`src/hw/rtl/scab_pkg.sv`:
```
package scab_pkg;

	localparam int DIM_W   = 12;
	localparam int FRAME_W = 8;
	localparam int FIDX_W  = 10;
	localparam int TICK_W  = 17;
	localparam int DELAY_W = 16;
	localparam int MODE_W  = 2;
	localparam int KIND_W  = 2;
	localparam int COLOR_W = 8;
	localparam int TEX_W   = 24;
	localparam int SCR_W   = 22;
	localparam int APB_AW  = 5;
	localparam int APB_DW  = 32;
	localparam int REG_IDX_W = 3;

	localparam logic [DIM_W-1:0]   MAX_DIM      = 12'd2048;
	localparam logic [COLOR_W-1:0] ALPHA_OPAQUE = 8'hFF;
	localparam logic [COLOR_W-1:0] ALPHA_CLEAR  = 8'h00;

	// request kinds
	localparam logic [KIND_W-1:0] KIND_BLIT    = 2'd0;
	localparam logic [KIND_W-1:0] KIND_PIXEL   = 2'd1;
	localparam logic [KIND_W-1:0] KIND_RESTART = 2'd2;

	// register indexes
	localparam logic [REG_IDX_W-1:0] REG_SCREEN_WIDTH   = 3'd0;
	localparam logic [REG_IDX_W-1:0] REG_SCREEN_HEIGHT  = 3'd1;
	localparam logic [REG_IDX_W-1:0] REG_TEXTURE_STRIDE = 3'd2;
	localparam logic [REG_IDX_W-1:0] REG_CELL_WIDTH     = 3'd3;
	localparam logic [REG_IDX_W-1:0] REG_CELL_HEIGHT    = 3'd4;
	localparam logic [REG_IDX_W-1:0] REG_FRAME_TOTAL    = 3'd5;
	localparam logic [REG_IDX_W-1:0] REG_TICK_DELAY     = 3'd6;
	localparam logic [REG_IDX_W-1:0] REG_ANIM_MODE      = 3'd7;

	localparam logic [DIM_W-1:0]   RST_SCREEN_WIDTH   = 12'd640;
	localparam logic [DIM_W-1:0]   RST_SCREEN_HEIGHT  = 12'd480;
	localparam logic [DIM_W-1:0]   RST_TEXTURE_STRIDE = 12'd64;
	localparam logic [DIM_W-1:0]   RST_CELL_WIDTH     = 12'd64;
	localparam logic [DIM_W-1:0]   RST_CELL_HEIGHT    = 12'd64;
	localparam logic [FRAME_W-1:0] RST_FRAME_TOTAL    = 8'd0;
	localparam logic [DELAY_W-1:0] RST_TICK_DELAY     = 16'd0;
	localparam logic [MODE_W-1:0]  RST_ANIM_MODE      = 2'd3;

	typedef struct packed {
		logic [DIM_W-1:0]   screen_width;
		logic [DIM_W-1:0]   screen_height;
		logic [DIM_W-1:0]   texture_stride;
		logic [DIM_W-1:0]   cell_width;
		logic [DIM_W-1:0]   cell_height;
		logic [FRAME_W-1:0] frame_total;
		logic [DELAY_W-1:0] tick_delay;
		logic [MODE_W-1:0]  anim_mode;
	} cfg_t;

	typedef struct packed {
		logic               shown;
		logic [FRAME_W-1:0] frame;
		logic               visible;
	} anim_stat_t;

	typedef struct packed {
		logic               shown;
		logic [FRAME_W-1:0] frame_now;
		logic [TEX_W-1:0]   tex_start;
		logic [SCR_W-1:0]   screen_start;
		logic [DIM_W-1:0]   run_width;
		logic [DIM_W-1:0]   run_height;
	} blit_res_t;

	typedef struct packed {
		logic               write_rgb;
		logic               write_alpha;
		logic [COLOR_W-1:0] out_red;
		logic [COLOR_W-1:0] out_green;
		logic [COLOR_W-1:0] out_blue;
		logic [COLOR_W-1:0] out_alpha;
	} pix_res_t;

	function automatic logic [DIM_W-1:0] sat_dim(input logic [DIM_W-1:0] v);
		return (v > MAX_DIM) ? MAX_DIM : v;
	endfunction

endpackage

```
`src/hw/rtl/scab_if.sv`:
```
interface scab_item_if;
	import scab_pkg::*;

	logic                      valid;
	logic                      ready;
	logic [KIND_W-1:0]         kind;
	logic signed [DIM_W-1:0]   pos_x;
	logic signed [DIM_W-1:0]   pos_y;
	logic [COLOR_W-1:0]        src_red;
	logic [COLOR_W-1:0]        src_green;
	logic [COLOR_W-1:0]        src_blue;
	logic [COLOR_W-1:0]        src_alpha;
	logic [COLOR_W-1:0]        dst_red;
	logic [COLOR_W-1:0]        dst_green;
	logic [COLOR_W-1:0]        dst_blue;

	modport source (
		output valid, kind, pos_x, pos_y, src_red, src_green, src_blue, src_alpha,
		output dst_red, dst_green, dst_blue,
		input  ready
	);
	modport sink (
		input  valid, kind, pos_x, pos_y, src_red, src_green, src_blue, src_alpha,
		input  dst_red, dst_green, dst_blue,
		output ready
	);
endinterface

interface scab_result_if;
	import scab_pkg::*;

	logic               valid;
	logic               ready;
	logic               shown;
	logic [FRAME_W-1:0] frame_now;
	logic [TEX_W-1:0]   tex_start;
	logic [SCR_W-1:0]   screen_start;
	logic [DIM_W-1:0]   run_width;
	logic [DIM_W-1:0]   run_height;
	logic               write_rgb;
	logic               write_alpha;
	logic [COLOR_W-1:0] out_red;
	logic [COLOR_W-1:0] out_green;
	logic [COLOR_W-1:0] out_blue;
	logic [COLOR_W-1:0] out_alpha;

	modport source (
		output valid, shown, frame_now, tex_start, screen_start, run_width, run_height,
		output write_rgb, write_alpha, out_red, out_green, out_blue, out_alpha,
		input  ready
	);
	modport sink (
		input  valid, shown, frame_now, tex_start, screen_start, run_width, run_height,
		input  write_rgb, write_alpha, out_red, out_green, out_blue, out_alpha,
		output ready
	);
endinterface

```
`src/hw/rtl/scab_regs.sv`:
```
module scab_regs (
	input  logic                         clk,
	input  logic                         arst_n,
	input  logic                         psel,
	input  logic                         penable,
	input  logic                         pwrite,
	input  logic [scab_pkg::APB_AW-1:0]  paddr,
	input  logic [scab_pkg::APB_DW-1:0]  pwdata,
	output logic [scab_pkg::APB_DW-1:0]  prdata,
	output logic                         pready,
	output scab_pkg::cfg_t               cfg
);
	import scab_pkg::*;

	logic [REG_IDX_W-1:0] idx;
	logic                 wr_en;
	cfg_t                 cfg_q;

	assign idx    = paddr[APB_AW-1:2];
	assign wr_en  = psel && penable && pwrite;
	assign pready = 1'b1;
	assign cfg    = cfg_q;

	always_ff @(posedge clk or negedge arst_n) begin
		if (!arst_n) begin
			cfg_q.screen_width   <= RST_SCREEN_WIDTH;
			cfg_q.screen_height  <= RST_SCREEN_HEIGHT;
			cfg_q.texture_stride <= RST_TEXTURE_STRIDE;
			cfg_q.cell_width     <= RST_CELL_WIDTH;
			cfg_q.cell_height    <= RST_CELL_HEIGHT;
			cfg_q.frame_total    <= RST_FRAME_TOTAL;
			cfg_q.tick_delay     <= RST_TICK_DELAY;
			cfg_q.anim_mode      <= RST_ANIM_MODE;
		end else if (wr_en) begin
			unique case (idx)
				REG_SCREEN_WIDTH:   cfg_q.screen_width   <= pwdata[DIM_W-1:0];
				REG_SCREEN_HEIGHT:  cfg_q.screen_height  <= pwdata[DIM_W-1:0];
				REG_TEXTURE_STRIDE: cfg_q.texture_stride <= pwdata[DIM_W-1:0];
				REG_CELL_WIDTH:     cfg_q.cell_width     <= pwdata[DIM_W-1:0];
				REG_CELL_HEIGHT:    cfg_q.cell_height    <= pwdata[DIM_W-1:0];
				REG_FRAME_TOTAL:    cfg_q.frame_total    <= pwdata[FRAME_W-1:0];
				REG_TICK_DELAY:     cfg_q.tick_delay     <= pwdata[DELAY_W-1:0];
				REG_ANIM_MODE:      cfg_q.anim_mode      <= pwdata[MODE_W-1:0];
				default: ;
			endcase
		end
	end

	always_comb begin
		prdata = '0;
		unique case (idx)
			REG_SCREEN_WIDTH:   prdata = APB_DW'(cfg_q.screen_width);
			REG_SCREEN_HEIGHT:  prdata = APB_DW'(cfg_q.screen_height);
			REG_TEXTURE_STRIDE: prdata = APB_DW'(cfg_q.texture_stride);
			REG_CELL_WIDTH:     prdata = APB_DW'(cfg_q.cell_width);
			REG_CELL_HEIGHT:    prdata = APB_DW'(cfg_q.cell_height);
			REG_FRAME_TOTAL:    prdata = APB_DW'(cfg_q.frame_total);
			REG_TICK_DELAY:     prdata = APB_DW'(cfg_q.tick_delay);
			REG_ANIM_MODE:      prdata = APB_DW'(cfg_q.anim_mode);
			default:            prdata = '0;
		endcase
	end

endmodule

```
`src/hw/rtl/scab_anim.sv`:
```
module scab_anim (
	input  logic                 clk,
	input  logic                 arst_n,
	input  scab_pkg::cfg_t       cfg,
	input  logic                 step_blit,
	input  logic                 step_restart,
	output scab_pkg::anim_stat_t stat
);
	import scab_pkg::*;

	logic signed [FIDX_W-1:0] frame_q;
	logic [TICK_W-1:0]        tick_q;
	logic                     vis_q;

	logic                     fwd;
	logic                     loop_en;
	logic                     active;
	logic                     step;
	logic [TICK_W-1:0]        tick_inc;
	logic [TICK_W-1:0]        tick_nx;
	logic signed [FIDX_W-1:0] frame_step;
	logic signed [FIDX_W-1:0] frame_last;
	logic signed [FIDX_W-1:0] frame_nx;
	logic                     vis_nx;

	assign fwd     = cfg.anim_mode[0];
	assign loop_en = cfg.anim_mode[1];
	assign active  = vis_q && (cfg.frame_total != '0);

	always_comb begin
		tick_inc   = tick_q + 1'b1;
		step       = tick_inc > TICK_W'(cfg.tick_delay);
		tick_nx    = step ? '0 : tick_inc;
		frame_last = $signed(FIDX_W'(cfg.frame_total)) - FIDX_W'(1);
		frame_step = frame_q;
		if (step) begin
			frame_step = fwd ? frame_q + FIDX_W'(1) : frame_q - FIDX_W'(1);
		end
		frame_nx = frame_step;
		vis_nx   = vis_q;
		if (fwd) begin
			if (frame_step > frame_last) begin
				if (loop_en) frame_nx = '0;
				else vis_nx = 1'b0;
			end
		end else if (frame_step[FIDX_W-1]) begin
			if (loop_en) frame_nx = frame_last;
			else vis_nx = 1'b0;
		end
	end

	assign stat.visible = vis_q;
	assign stat.shown   = active ? vis_nx : vis_q;
	assign stat.frame   = active ? frame_nx[FRAME_W-1:0] : '0;

	always_ff @(posedge clk or negedge arst_n) begin
		if (!arst_n) begin
			frame_q <= '0;
			tick_q  <= '0;
			vis_q   <= 1'b1;
		end else if (step_restart) begin
			// rewind; keep tick count
			frame_q <= '0;
			vis_q   <= 1'b1;
		end else if (step_blit && active) begin
			frame_q <= frame_nx;
			tick_q  <= tick_nx;
			vis_q   <= vis_nx;
		end
	end

endmodule

```
`src/hw/rtl/scab_clip.sv`:
```
module scab_clip (
	input  scab_pkg::cfg_t                cfg,
	input  logic signed [scab_pkg::DIM_W-1:0] pos_x,
	input  logic signed [scab_pkg::DIM_W-1:0] pos_y,
	input  scab_pkg::anim_stat_t          stat,
	output scab_pkg::blit_res_t           res
);
	import scab_pkg::*;

	localparam int CW = DIM_W + 2;

	logic [DIM_W-1:0]        sw, sh, cw, ch;
	logic signed [CW-1:0]    px, py;
	logic signed [CW-1:0]    left, top, span_x, span_y, right, bottom, rw, rh;
	logic                    fit;
	logic [DIM_W-2:0]        px_c, py_c;
	logic [2*DIM_W-1:0]      tex_row;
	logic [FRAME_W+DIM_W-1:0] tex_cell;
	logic [TEX_W-1:0]        tex_sum;
	logic [2*DIM_W-1:0]      scr_row;
	logic [2*DIM_W-1:0]      scr_sum;

	always_comb begin
		sw = sat_dim(cfg.screen_width);
		sh = sat_dim(cfg.screen_height);
		cw = sat_dim(cfg.cell_width);
		ch = sat_dim(cfg.cell_height);
		px = CW'(pos_x);
		py = CW'(pos_y);

		// trim the cell rectangle to the screen
		left   = px[CW-1] ? -px : '0;
		top    = py[CW-1] ? -py : '0;
		span_x = $signed(CW'(sw)) - px;
		span_y = $signed(CW'(sh)) - py;
		right  = (span_x < $signed(CW'(cw))) ? span_x : $signed(CW'(cw));
		bottom = (span_y < $signed(CW'(ch))) ? span_y : $signed(CW'(ch));
		rw     = right - left;
		rh     = bottom - top;
		fit    = (rw > 0) && (rh > 0);

		px_c = pos_x[DIM_W-1] ? '0 : pos_x[DIM_W-2:0];
		py_c = pos_y[DIM_W-1] ? '0 : pos_y[DIM_W-2:0];

		tex_row  = (2*DIM_W)'(top[DIM_W-1:0]) * (2*DIM_W)'(cfg.texture_stride);
		tex_cell = (FRAME_W+DIM_W)'(stat.frame) * (FRAME_W+DIM_W)'(cw);
		tex_sum  = TEX_W'(tex_row) + TEX_W'(left[DIM_W-1:0]) + TEX_W'(tex_cell);
		scr_row  = (2*DIM_W)'(py_c) * (2*DIM_W)'(sw);
		scr_sum  = scr_row + (2*DIM_W)'(px_c);

		res = '0;
		if (stat.shown) begin
			res.shown     = 1'b1;
			res.frame_now = stat.frame;
			if (fit) begin
				res.tex_start    = tex_sum;
				res.screen_start = scr_sum[SCR_W-1:0];
				res.run_width    = rw[DIM_W-1:0];
				res.run_height   = rh[DIM_W-1:0];
			end
		end
	end

endmodule

```
`src/hw/rtl/scab_blend.sv`:
```
module scab_blend (
	input  logic [scab_pkg::COLOR_W-1:0] src_red,
	input  logic [scab_pkg::COLOR_W-1:0] src_green,
	input  logic [scab_pkg::COLOR_W-1:0] src_blue,
	input  logic [scab_pkg::COLOR_W-1:0] src_alpha,
	input  logic [scab_pkg::COLOR_W-1:0] dst_red,
	input  logic [scab_pkg::COLOR_W-1:0] dst_green,
	input  logic [scab_pkg::COLOR_W-1:0] dst_blue,
	output scab_pkg::pix_res_t           res
);
	import scab_pkg::*;

	// d + floor(a*(s-d)/256), wrapped to a byte
	function automatic logic [COLOR_W-1:0] mix(
		input logic [COLOR_W-1:0] a,
		input logic [COLOR_W-1:0] s,
		input logic [COLOR_W-1:0] d
	);
		logic signed [COLOR_W:0]       diff;
		logic signed [2*COLOR_W+1:0]   prod;
		diff = $signed({1'b0, s}) - $signed({1'b0, d});
		prod = $signed({1'b0, a}) * diff;
		return d + prod[2*COLOR_W-1:COLOR_W];
	endfunction

	always_comb begin
		res = '0;
		if (src_alpha == ALPHA_CLEAR) begin
			res.out_red   = dst_red;
			res.out_green = dst_green;
			res.out_blue  = dst_blue;
		end else if (src_alpha == ALPHA_OPAQUE) begin
			res.write_rgb   = 1'b1;
			res.write_alpha = 1'b1;
			res.out_red     = src_red;
			res.out_green   = src_green;
			res.out_blue    = src_blue;
			res.out_alpha   = ALPHA_OPAQUE;
		end else begin
			res.write_rgb = 1'b1;
			res.out_red   = mix(src_alpha, src_red, dst_red);
			res.out_green = mix(src_alpha, src_green, dst_green);
			res.out_blue  = mix(src_alpha, src_blue, dst_blue);
		end
	end

endmodule

```
`src/hw/rtl/sprite_clip_alpha_blitter_core.sv`:
```
// Sprite blitter front end. Requests arrive on the item channel and carry one
// of three kinds: a blit command (advances the sprite animation, then clips the
// current frame, placed at signed pos_x/pos_y, to the screen and reports the
// visibility, frame, texture and screen start addresses in pixels and the
// clipped run size), a pixel blend (source RGBA over destination RGB: alpha 0
// writes nothing, alpha 255 copies all four bytes, otherwise
// d + floor(a*(s-d)/256) on each color byte), or a restart (rewinds the frame
// and makes the sprite visible again; no result). Blit and pixel requests each
// give exactly one result; result fields of the other kind read zero. The
// block takes one request per clock unless the result stalls: a request is
// registered, worked through combinational logic (the longest path is the
// 12x12 texture row multiply and its address add, behind the animation step
// for blits) and lands in an output register once that register is free or
// being drained. While a result stalls, a request still enters an empty
// input register, but the item channel stalls once that register is full.
// The eight configuration registers sit on the APB port at byte
// addresses 4*i and must be written only while no request is in flight.
module sprite_clip_alpha_blitter_core (
	input  logic                         clk,
	input  logic                         arst_n,
	scab_item_if.sink                    item,
	scab_result_if.source                result,
	input  logic                         psel,
	input  logic                         penable,
	input  logic                         pwrite,
	input  logic [scab_pkg::APB_AW-1:0]  paddr,
	input  logic [scab_pkg::APB_DW-1:0]  pwdata,
	output logic [scab_pkg::APB_DW-1:0]  prdata,
	output logic                         pready
);
	import scab_pkg::*;

	cfg_t       cfg;
	anim_stat_t anim_stat;
	blit_res_t  blit_res;
	pix_res_t   pix_res;

	// input register
	logic                    valid_s1;
	logic [KIND_W-1:0]       kind_s1;
	logic signed [DIM_W-1:0] pos_x_s1;
	logic signed [DIM_W-1:0] pos_y_s1;
	logic [COLOR_W-1:0]      src_red_s1, src_green_s1, src_blue_s1, src_alpha_s1;
	logic [COLOR_W-1:0]      dst_red_s1, dst_green_s1, dst_blue_s1;

	// result register
	logic       res_valid_s2;
	blit_res_t  blit_s2;
	pix_res_t   pix_s2;

	logic take;
	logic adv_s1;
	logic is_blit;
	logic is_pixel;
	logic is_restart;
	logic emit;
	logic step_blit;
	logic step_restart;

	scab_regs u_regs (
		.clk     (clk),
		.arst_n  (arst_n),
		.psel    (psel),
		.penable (penable),
		.pwrite  (pwrite),
		.paddr   (paddr),
		.pwdata  (pwdata),
		.prdata  (prdata),
		.pready  (pready),
		.cfg     (cfg)
	);

	// advance stage 1 whenever the result register is free or being drained
	assign adv_s1     = valid_s1 && (!res_valid_s2 || result.ready);
	assign item.ready = !valid_s1 || adv_s1;
	assign take       = item.valid && item.ready;

	assign is_blit    = (kind_s1 == KIND_BLIT);
	assign is_pixel   = (kind_s1 == KIND_PIXEL);
	assign is_restart = (kind_s1 == KIND_RESTART);

	// restart and unknown requests retire without a result
	assign emit         = adv_s1 && (is_blit || is_pixel);
	assign step_blit    = adv_s1 && is_blit;
	assign step_restart = adv_s1 && is_restart;

	always_ff @(posedge clk or negedge arst_n) begin
		if (!arst_n) begin
			valid_s1 <= 1'b0;
		end else if (take) begin
			valid_s1 <= 1'b1;
		end else if (adv_s1) begin
			valid_s1 <= 1'b0;
		end
	end

	// hold the request payload until it advances
	always_ff @(posedge clk) begin
		if (take) begin
			kind_s1      <= item.kind;
			pos_x_s1     <= item.pos_x;
			pos_y_s1     <= item.pos_y;
			src_red_s1   <= item.src_red;
			src_green_s1 <= item.src_green;
			src_blue_s1  <= item.src_blue;
			src_alpha_s1 <= item.src_alpha;
			dst_red_s1   <= item.dst_red;
			dst_green_s1 <= item.dst_green;
			dst_blue_s1  <= item.dst_blue;
		end
	end

	scab_anim u_anim (
		.clk          (clk),
		.arst_n       (arst_n),
		.cfg          (cfg),
		.step_blit    (step_blit),
		.step_restart (step_restart),
		.stat         (anim_stat)
	);

	scab_clip u_clip (
		.cfg   (cfg),
		.pos_x (pos_x_s1),
		.pos_y (pos_y_s1),
		.stat  (anim_stat),
		.res   (blit_res)
	);

	scab_blend u_blend (
		.src_red   (src_red_s1),
		.src_green (src_green_s1),
		.src_blue  (src_blue_s1),
		.src_alpha (src_alpha_s1),
		.dst_red   (dst_red_s1),
		.dst_green (dst_green_s1),
		.dst_blue  (dst_blue_s1),
		.res       (pix_res)
	);

	always_ff @(posedge clk or negedge arst_n) begin
		if (!arst_n) begin
			res_valid_s2 <= 1'b0;
		end else if (adv_s1) begin
			res_valid_s2 <= emit;
		end else if (result.ready) begin
			res_valid_s2 <= 1'b0;
		end
	end

	// zero the fields that belong to the other kind
	always_ff @(posedge clk) begin
		if (emit) begin
			blit_s2 <= is_blit ? blit_res : '0;
			pix_s2  <= is_pixel ? pix_res : '0;
		end
	end

	assign result.valid        = res_valid_s2;
	assign result.shown        = blit_s2.shown;
	assign result.frame_now    = blit_s2.frame_now;
	assign result.tex_start    = blit_s2.tex_start;
	assign result.screen_start = blit_s2.screen_start;
	assign result.run_width    = blit_s2.run_width;
	assign result.run_height   = blit_s2.run_height;
	assign result.write_rgb    = pix_s2.write_rgb;
	assign result.write_alpha  = pix_s2.write_alpha;
	assign result.out_red      = pix_s2.out_red;
	assign result.out_green    = pix_s2.out_green;
	assign result.out_blue     = pix_s2.out_blue;
	assign result.out_alpha    = pix_s2.out_alpha;

`ifndef SYNTH
	ap_stall_only_when_full: assert property (@(posedge clk) disable iff (!arst_n)
		item.valid && !item.ready |-> valid_s1 && res_valid_s2 && !result.ready)
		else $error("input stalled with free pipeline space");

	ap_alpha_only_on_copy: assert property (@(posedge clk) disable iff (!arst_n)
		result.valid && result.write_alpha |->
		result.write_rgb && result.out_alpha == ALPHA_OPAQUE)
		else $error("alpha write without opaque copy");

	ap_kinds_exclusive: assert property (@(posedge clk) disable iff (!arst_n)
		result.valid && result.write_rgb |-> !result.shown && result.run_width == '0)
		else $error("pixel result carries blit fields");

	ap_run_needs_shown: assert property (@(posedge clk) disable iff (!arst_n)
		result.valid && result.run_width != '0 |-> result.shown && result.run_height != '0)
		else $error("run size on hidden or empty blit");

	ap_visible_by_restart: assert property (@(posedge clk) disable iff (!arst_n)
		$rose(anim_stat.visible) |-> $past(step_restart))
		else $error("sprite became visible without restart");
`endif

endmodule

```
`src/flat_wrapper.sv`:
```
// flat-port wrapper written by rule: the top's interface ports become plain ports
module sprite_clip_alpha_blitter_core_flat import scab_pkg::*;
  (clk, arst_n, psel, penable, pwrite, paddr, pwdata, prdata, pready, item_valid, item_kind, item_pos_x, item_pos_y, item_src_red, item_src_green, item_src_blue, item_src_alpha, item_dst_red, item_dst_green, item_dst_blue, item_ready, result_valid, result_shown, result_frame_now, result_tex_start, result_screen_start, result_run_width, result_run_height, result_write_rgb, result_write_alpha, result_out_red, result_out_green, result_out_blue, result_out_alpha, result_ready);
  scab_item_if item_i ();
  scab_result_if result_i ();
  input  logic clk;
  input  logic arst_n;
  input  logic psel;
  input  logic penable;
  input  logic pwrite;
  input  logic [scab_pkg::APB_AW-1:0] paddr;
  input  logic [scab_pkg::APB_DW-1:0] pwdata;
  output logic [scab_pkg::APB_DW-1:0] prdata;
  output logic pready;
  input wire logic [$bits(item_i.valid)-1:0] item_valid;
  input wire logic [$bits(item_i.kind)-1:0] item_kind;
  input wire logic [$bits(item_i.pos_x)-1:0] item_pos_x;
  input wire logic [$bits(item_i.pos_y)-1:0] item_pos_y;
  input wire logic [$bits(item_i.src_red)-1:0] item_src_red;
  input wire logic [$bits(item_i.src_green)-1:0] item_src_green;
  input wire logic [$bits(item_i.src_blue)-1:0] item_src_blue;
  input wire logic [$bits(item_i.src_alpha)-1:0] item_src_alpha;
  input wire logic [$bits(item_i.dst_red)-1:0] item_dst_red;
  input wire logic [$bits(item_i.dst_green)-1:0] item_dst_green;
  input wire logic [$bits(item_i.dst_blue)-1:0] item_dst_blue;
  output wire logic [$bits(item_i.ready)-1:0] item_ready;
  output wire logic [$bits(result_i.valid)-1:0] result_valid;
  output wire logic [$bits(result_i.shown)-1:0] result_shown;
  output wire logic [$bits(result_i.frame_now)-1:0] result_frame_now;
  output wire logic [$bits(result_i.tex_start)-1:0] result_tex_start;
  output wire logic [$bits(result_i.screen_start)-1:0] result_screen_start;
  output wire logic [$bits(result_i.run_width)-1:0] result_run_width;
  output wire logic [$bits(result_i.run_height)-1:0] result_run_height;
  output wire logic [$bits(result_i.write_rgb)-1:0] result_write_rgb;
  output wire logic [$bits(result_i.write_alpha)-1:0] result_write_alpha;
  output wire logic [$bits(result_i.out_red)-1:0] result_out_red;
  output wire logic [$bits(result_i.out_green)-1:0] result_out_green;
  output wire logic [$bits(result_i.out_blue)-1:0] result_out_blue;
  output wire logic [$bits(result_i.out_alpha)-1:0] result_out_alpha;
  input wire logic [$bits(result_i.ready)-1:0] result_ready;
  assign item_i.valid = item_valid;
  assign item_i.kind = item_kind;
  assign item_i.pos_x = item_pos_x;
  assign item_i.pos_y = item_pos_y;
  assign item_i.src_red = item_src_red;
  assign item_i.src_green = item_src_green;
  assign item_i.src_blue = item_src_blue;
  assign item_i.src_alpha = item_src_alpha;
  assign item_i.dst_red = item_dst_red;
  assign item_i.dst_green = item_dst_green;
  assign item_i.dst_blue = item_dst_blue;
  assign item_ready = item_i.ready;
  assign result_valid = result_i.valid;
  assign result_shown = result_i.shown;
  assign result_frame_now = result_i.frame_now;
  assign result_tex_start = result_i.tex_start;
  assign result_screen_start = result_i.screen_start;
  assign result_run_width = result_i.run_width;
  assign result_run_height = result_i.run_height;
  assign result_write_rgb = result_i.write_rgb;
  assign result_write_alpha = result_i.write_alpha;
  assign result_out_red = result_i.out_red;
  assign result_out_green = result_i.out_green;
  assign result_out_blue = result_i.out_blue;
  assign result_out_alpha = result_i.out_alpha;
  assign result_i.ready = result_ready;
  sprite_clip_alpha_blitter_core u_core (.clk(clk), .arst_n(arst_n), .item(item_i), .result(result_i), .psel(psel), .penable(penable), .pwrite(pwrite), .paddr(paddr), .pwdata(pwdata), .prdata(prdata), .pready(pready));
endmodule
```
`config.mk`:
```
export PLATFORM = sky130hd
export DESIGN_NAME = sprite_clip_alpha_blitter_core_flat
export DESIGN_NICKNAME = d
export VERILOG_FILES = /design/src/hw/rtl/scab_pkg.sv /design/src/hw/rtl/scab_if.sv /design/src/hw/rtl/scab_regs.sv /design/src/hw/rtl/scab_anim.sv /design/src/hw/rtl/scab_clip.sv /design/src/hw/rtl/scab_blend.sv /design/src/hw/rtl/sprite_clip_alpha_blitter_core.sv /design/src/flat_wrapper.sv
export SDC_FILE = /design/constraint.sdc
export NUM_CORES = 2
export LEC_CHECK = 0
export BUFFER_PORTS_ARGS = -buffer_cell sky130_fd_sc_hd__buf_2
export CORE_MARGIN = 2
export CORE_UTILIZATION = 40
export CTS_CLUSTER_DIAMETER = 80
export DETAILED_ROUTE_END_ITERATION = 7
export RECOVER_POWER = 100
export SLEW_MARGIN = 20
export SYNTH_ARGS = -nofsm -noshare
export SYNTH_HDL_FRONTEND = slang
export SYNTH_SLANG_ARGS = --single-unit
```
`constraint.sdc`:
```
create_clock -name clk -period 14.8 [get_ports clk]
set_input_delay 0.74 -clock clk [delete_from_list [all_inputs] [get_ports clk]]
set_output_delay 0.74 -clock clk [all_outputs]
set_load 0.02 [all_outputs]
```
; After elaboration in Yosys (flattened, before gate mapping)
; Cells that the tools add are included.
; W data, S select, Z words.
[totals]
out_inout_bits = 148
ff_bits = 311
in_bits = 126
word_cells = 156
[classes]
bitwise_logic = 2
eq_ne = 10
mul = 6
order_cmp = 10
n_mux = 40
add_sub_neg = 19
reduce_logical = 34
[op_table]
columns = cell, n
row1 = $pmux W32 S8, 1
row2 = $mux W10, 9
row3 = $mux W79, 1
row4 = $mux W70, 1
row5 = $mux W14, 4
row6 = $gt A12 B12 Y1 const B, 4
row7 = $mul A9 B9 Y16, 3
row8 = $mux W12, 4
row9 = $mux W24, 2
row10 = $gt A14 B1 Y1 const B, 2
row11 = $lt A14 B13 Y1, 2
row12 = $neg A14 Y14, 2
row13 = $sub A13 B12 Y14, 2
row14 = $sub A14 B14 Y14, 2
row15 = $sub A8 B8 Y9, 3
row16 = $add A24 B12 Y24, 1
row17 = $add A24 B20 Y24, 1
row18 = $add A8 B8 Y8, 3
row19 = $mul A12 B12 Y24, 1
row20 = $add A22 B11 Y22, 1
row21 = $mul A11 B12 Y22, 1
row22 = $mux W11, 2
row23 = $mul A8 B12 Y20, 1
row24 = $reduce_and A2 Y1, 10
row25 = 27 further kinds, 58

; Longest topological paths before layout
[logic_depth]
word_depth = 11
ltp_mapped = 53
mapped_depth_nobuf = 49

; Cells and area by module
; Synthesis repeated with hierarchy kept, for this count alone.
[unflattened]
cells_unflattened = 4289
hier_area_um2 = 40565.2
[by_module_without_submodules]
columns = module, n_inst, seq_area_each_um2, cells_per_inst, area_per_inst_um2
row1 = scab_clip, 1, 0.0, 2240, 17732.0
row2 = scab_blend, 1, 0.0, 1033, 8822.2
row3 = sprite_clip_alpha_blitter_core, 1, 5905.7, 332, 6786.5
row4 = scab_regs, 1, 2165.8, 312, 4115.2
row5 = scab_anim, 1, 701.9, 372, 3109.2

; Worst setup path after synthesis
; Ideal clock, no wire load.
[synth_path]
path_kind = register -> register
from = register u_core.u_anim.tick_q[2]
to = register u_core.blit_s2, in the netlist u_core.result.tex_start[20] (data pin)
required_ps = 14543
t_arrival_ps = 10698
setup_ps = 257
n_path_buf = 4
period_less_slack_ps = 10955
stages_incl_launch_ff = 49
slack_ps = 3845
path_cell_list = dfrtp_1 > nand2_1 > nor2_1 > and3_1 > and3_1 > clkbuf_1 > nand3_1 > xnor2_1 > ha_1 > nand4_1 > or4_1 > a31o_1 > a31o_2 > buf_2 > nand2_4 > buf_2 > mux2_2 > ha_1 > [13 not listed] > fa_1 > inv_1 > fa_1 > inv_1 > fa_1 > inv_1 > fa_1 > inv_1 > ha_1 > o21a_1 > o31ai_1 > a21oi_1 > o21ai_0 > nand4_1 > a31o_2 > a31oi_1 > xor2_1 > nor2_1
[synth_between]
elab_chain_cells = 9
elab_cells_between_ends = 17
classes_between = 2 x add/sub / 1 x mul / 2 x order compare / 11 x mux / 1 x reduce/logical
[synth_lines]
columns = element, line
row1 = from (decl), scab_anim.sv:12  ; logic [TICK_W-1:0] tick_q;
row2 = from (signal assigned), scab_anim.sv:67  ; tick_q <= tick_nx;
row3 = $add A17 B1 Y17 *, scab_anim.sv:31  ; tick_inc = tick_q + 1'b1;
row4 = $gt A17 B16 Y1 *, scab_anim.sv:32  ; step = tick_inc > TICK_W'(cfg.tick_delay);
row5 = $mux W10 *, scab_anim.sv:36  ; if (step) begin
row6 = $gt A10 B9 Y1 (tied with other cells), scab_anim.sv:42  ; if (frame_step > frame_last) begin
row7 = $mux W10 (on tied branches), "scab_anim.sv:42, scab_anim.sv:46"
row8 = $mux W10, scab_anim.sv:41  ; if (fwd) begin
row9 = $mux W8, scab_anim.sv:54  ; assign stat.frame = active ? frame_nx[FRAME_W-1:0] : '0;
row10 = $mul A8 B12 Y20, scab_clip.sv:46  ; tex_cell = (FRAME_W+DIM_W)'(stat.frame) * (FRAME_W+DIM_W)'(cw);
row11 = $add A24 B20 Y24, scab_clip.sv:47  ; tex_sum = TEX_W'(tex_row) + TEX_W'(left[DIM_W-1:0]) + TEX_W'(tex_cell);
row12 = to (signal assigned), sprite_clip_alpha_blitter_core.sv:154  ; blit_s2 <= is_blit ? blit_res : '0;
row13 = to (decl), sprite_clip_alpha_blitter_core.sv:48  ; blit_res_t blit_s2;
; Mark *: on every way between the ends. The rest lies on a longest branch, timed or not.
; A chain may end at the register's enable or synchronous reset.

; Worst setup path after layout
[layout_path]
from = register u_core.u_anim.tick_q[0]
to = register u_core.blit_s2, in the netlist u_core.result.tex_start[20] (data pin)
; Same word-level chain as after synthesis.

==> metrics <==
clock skew 30.1 ps; max_slew headroom -180%; Post-CTS Hold Buffers 0; Final Hold Vio Count 0; Clock Tree Buf Depth 3; synth warn 0; worst r2r dst u_core.result.tex_start[20]; Worst Setup Path Type flop to flop; Slew @ Worst Pin 4210 ps; Finished Cell Area 42,300 µm²; CTS tree built; slowest stage delay, CP 850 ps; CP max FO 26; H-tree depth 2; f_max approximately 78 MHz; slowest CP cell nand2_1; die height around 320 µm; Area growth, synth to finish 9.00%; Post-synth ARST share 38.3%; placed instance area roughly 41,000 µm²; layout cell share with drive strength beyond 1 under 10%; Period minus WS final 12,880 ps; violated checks capacitance limit, slew limit; worst hold stages 1; Hold Path End u_core.pos_y_s1[9]; mux cell area share after synthesis 3.23%; Post-synth top flop edfxtp_1; post-synthesis simple-gate area fraction 16.0%; syn_area_per_cell 9.23 µm²; Max IR drop VDD 0.000324 V; routability cong. 0.916; row cnt 114; DPL Wire Length 83,600 µm; Synth Cell Area 38,800 µm²; Synth Area in Compound Gates 8.66%; Total Wirelength 105,000 µm; Slew Limit Fails 358; R2R Setup Slk 1920 ps; number of flops mapped to enable cells by yosys ~190; nets approximately 5.4k; largest net degree at the start of global routing 79; initial core utilization about two fifths; GRT Total Usage a little over a fifth; worst path required time 15,120 ps; crit path DAT 13,200 ps; Most common cell on crit path fa_1; core area between 90,000 and 100,000 µm²; hold_ws between 300 and 400 ps; global-route wire length before repair 167,000 µm; Max-Cap Viols 9; Worst R2R Path Depth 44; cts bufs inserted 42; port bufs 238; IO Count 274; vias per inst 5.20; Synth Area in Adders 37.0%; cell taking the most area after synthesis fa_1; initial detailed-routing violation count 2,037; XOR/XNOR share of the synthesized area roughly 4%; die width ~320 µm; Yosys reg bits 303; Clock Latency Late Sink around 600 ps; Crit. End Element flop; First-pass DRT Iterations 5; Yosys cell types 93; Hold WC Path Type primary input to flop; HP Start item_pos_y[9]; Final period util 87.0%; Residual DRC 0; vias in the first global route 30.2k; post-route ant nets 0; clk root buf clkbuf_16; area share of the leading cell type in the synthesized netlist 22.7%; Final Core Density a little over two fifths; # setup viols final 0; r2r startpoint u_core.u_anim.tick_q[0]; P per Cell Area 223 nW/µm²; total gr overflow 0; Mapped Cells 4,203; DIE AREA 99,500 µm²; Leak between 20 and 25 nW; clock-pin slew on the worst setup and hold paths 50 ps; setup bufs post-CTS 0; main combinational cell family by area after synthesis adder cells; sequential element share of the synthesized area a little over a fifth; WL per Instance 18.5 µm; RSZ-0062 raised after global routing false; initial antenna violation count 8; outcome complete, but fails checks; Sink Count 303; post-CTS sizing 0; setup tns final 0 ps; top cells by area, synth fa_1, edfxtp_1, ha_1, inv_1, dfrtp_1; Worst Setup Start Kind flop; Vias 29.6k
## cell usage after synthesis (61+ instances only)
cell and number:
o21ai_0 158, inv_1 730, and2_1 111, and3_1 68
edfxtp_1 187, nor2_1 323, fa_1 441, ha_1 443
clkbuf_1 103, a21oi_1 114, dfrtp_1 104, nor3_1 79
xnor2_1 119, mux2_2 80, xor2_1 61, nand2_1 480
## worst max-delay path: cells and delay by family (launching register included)
family / cells / cell delay [ps]
adders and majority gates: 10 / 4340
and+or+nand+nor: 14 / 3640
AOI/OAI and AO/OA: 12 / 3120
muxes: 1 / 450
DFF: 1 / 440
xor gates and xnor gates: 2 / 350
buffers and inverters: 5 / 240
## metal layers
metal	vias to the layer above	global-route usage [%]	part of all wire, %
met5	-	0	0.072
met4	14	6.09	2.8
met3	154	3.31	5.6
met2	729	36.4	48
met1	14700	28.5	44
li1	14000	-	-
## cells in the final DEF, fill, tap and decap left out, types with 8 or more instances in the layout
cell,n
clkinv_1,12
buf_4,19
edfxtp_1,187
xnor2_1,119
conb_1,19
o221ai_1,13
o31ai_1,10
and2_1,103
a211oi_1,44
nor2_1,322
fa_1,441
dfstp_2,12
a21o_1,33
and2_0,9
clkbuf_1,156
a21oi_1,114
nand3_1,46
a31oi_1,18
o22ai_1,8
nor3_1,78
o21ai_0,159
nand4_1,17
buf_2,102
dfrtp_1,104
nand2_1,480
o21a_1,24
or3_1,11
nor4_1,9
inv_1,730
ha_1,443
nor2b_1,50
and3_1,68
o211ai_1,8
or2_2,21
nand2b_1,59
mux2_2,76
clkbuf_16,45
o21bai_1,19
mux2i_1,24
xor2_1,61
## registers in the layout, summed over array words and instances (netlist names), 10 cells and up
name and flops:
u_core.u_anim.frame_q 10, u_core.u_regs.cfg 86, u_core.u_anim.tick_q 17, u_core.pos_y_s1 12
u_core.result.run_height 12, u_core.result.screen_start 22, u_core.result.run_width 12, u_core.pos_x_s1 12
u_core.result.tex_start 24
## cell families after synthesis
family	after synthesis
buffers and inverters	893
xor gates and xnor gates	180
adders and majority gates	884
muxes	109
AOI/OAI and AO/OA	521
and+or+nand+nor	1311
other	2
DFF	303
## area by class of cell
| cell class | instances | area [µm²] |
|---|---|---|
| Antenna cell | 1 | 2.50 |
| Inverter | 739 | 2770 |
| Fill cell | 9587 | 54100 |
| Sequential cell | 303 | 8530 |
| Tap cell | 1276 | 1600 |
| Timing Repair Buffer | 268 | 1200 |
| Clock inverter | 19 | 198 |
| Clock buffer | 56 | 1190 |
| Multi-Input combinational cell | 3024 | 26800 |
## where the power goes
part | switching [mW] | total [mW] | internal [mW] | leakage [nW]
logic | 4.02 | 7.17 | 3.16 | 16.2
clock network | 0.412 | 1.03 | 0.619 | 0.684
registers | 0.129 | 1.24 | 1.11 | 3.26
total | 4.56 | 9.44 | 4.88 | 20.1
## worst max path at each step
stage | startpoint | endpoint | slack [ps] | cells after the start
2_1_floorplan | u_core.u_anim.tick_q[2] | u_core.result.tex_start[20] | 3850 | 48
3_3_place_gp | u_core.u_anim.tick_q[0] | u_core.result.tex_start[22] | 2570 | 44
3_5_place_dp | u_core.u_anim.tick_q[0] | u_core.result.tex_start[22] | 2520 | 44
4_1_cts | u_core.u_anim.tick_q[0] | u_core.result.tex_start[22] | 2480 | 44
5_1_grt | u_core.u_anim.tick_q[2] | u_core.result.tex_start[20] | 930 | 45
6_report | u_core.u_anim.tick_q[0] | u_core.result.tex_start[20] | 1920 | 44
## per-stage QoR
step / setup slack [ps] / power [mW] / std cells
3_5_place_dp: 2520 / 8.45 / 5609
6_report: 1920 / 9.44 / 5686
5_1_grt: 929 / 10.6 / 5685
3_3_place_gp: 2570 / 8.33 / 5608
2_1_floorplan: 3850 / 6.96 / 4220
4_1_cts: 2480 / 9.55 / 5684
(Power assumes the default switching activity.)
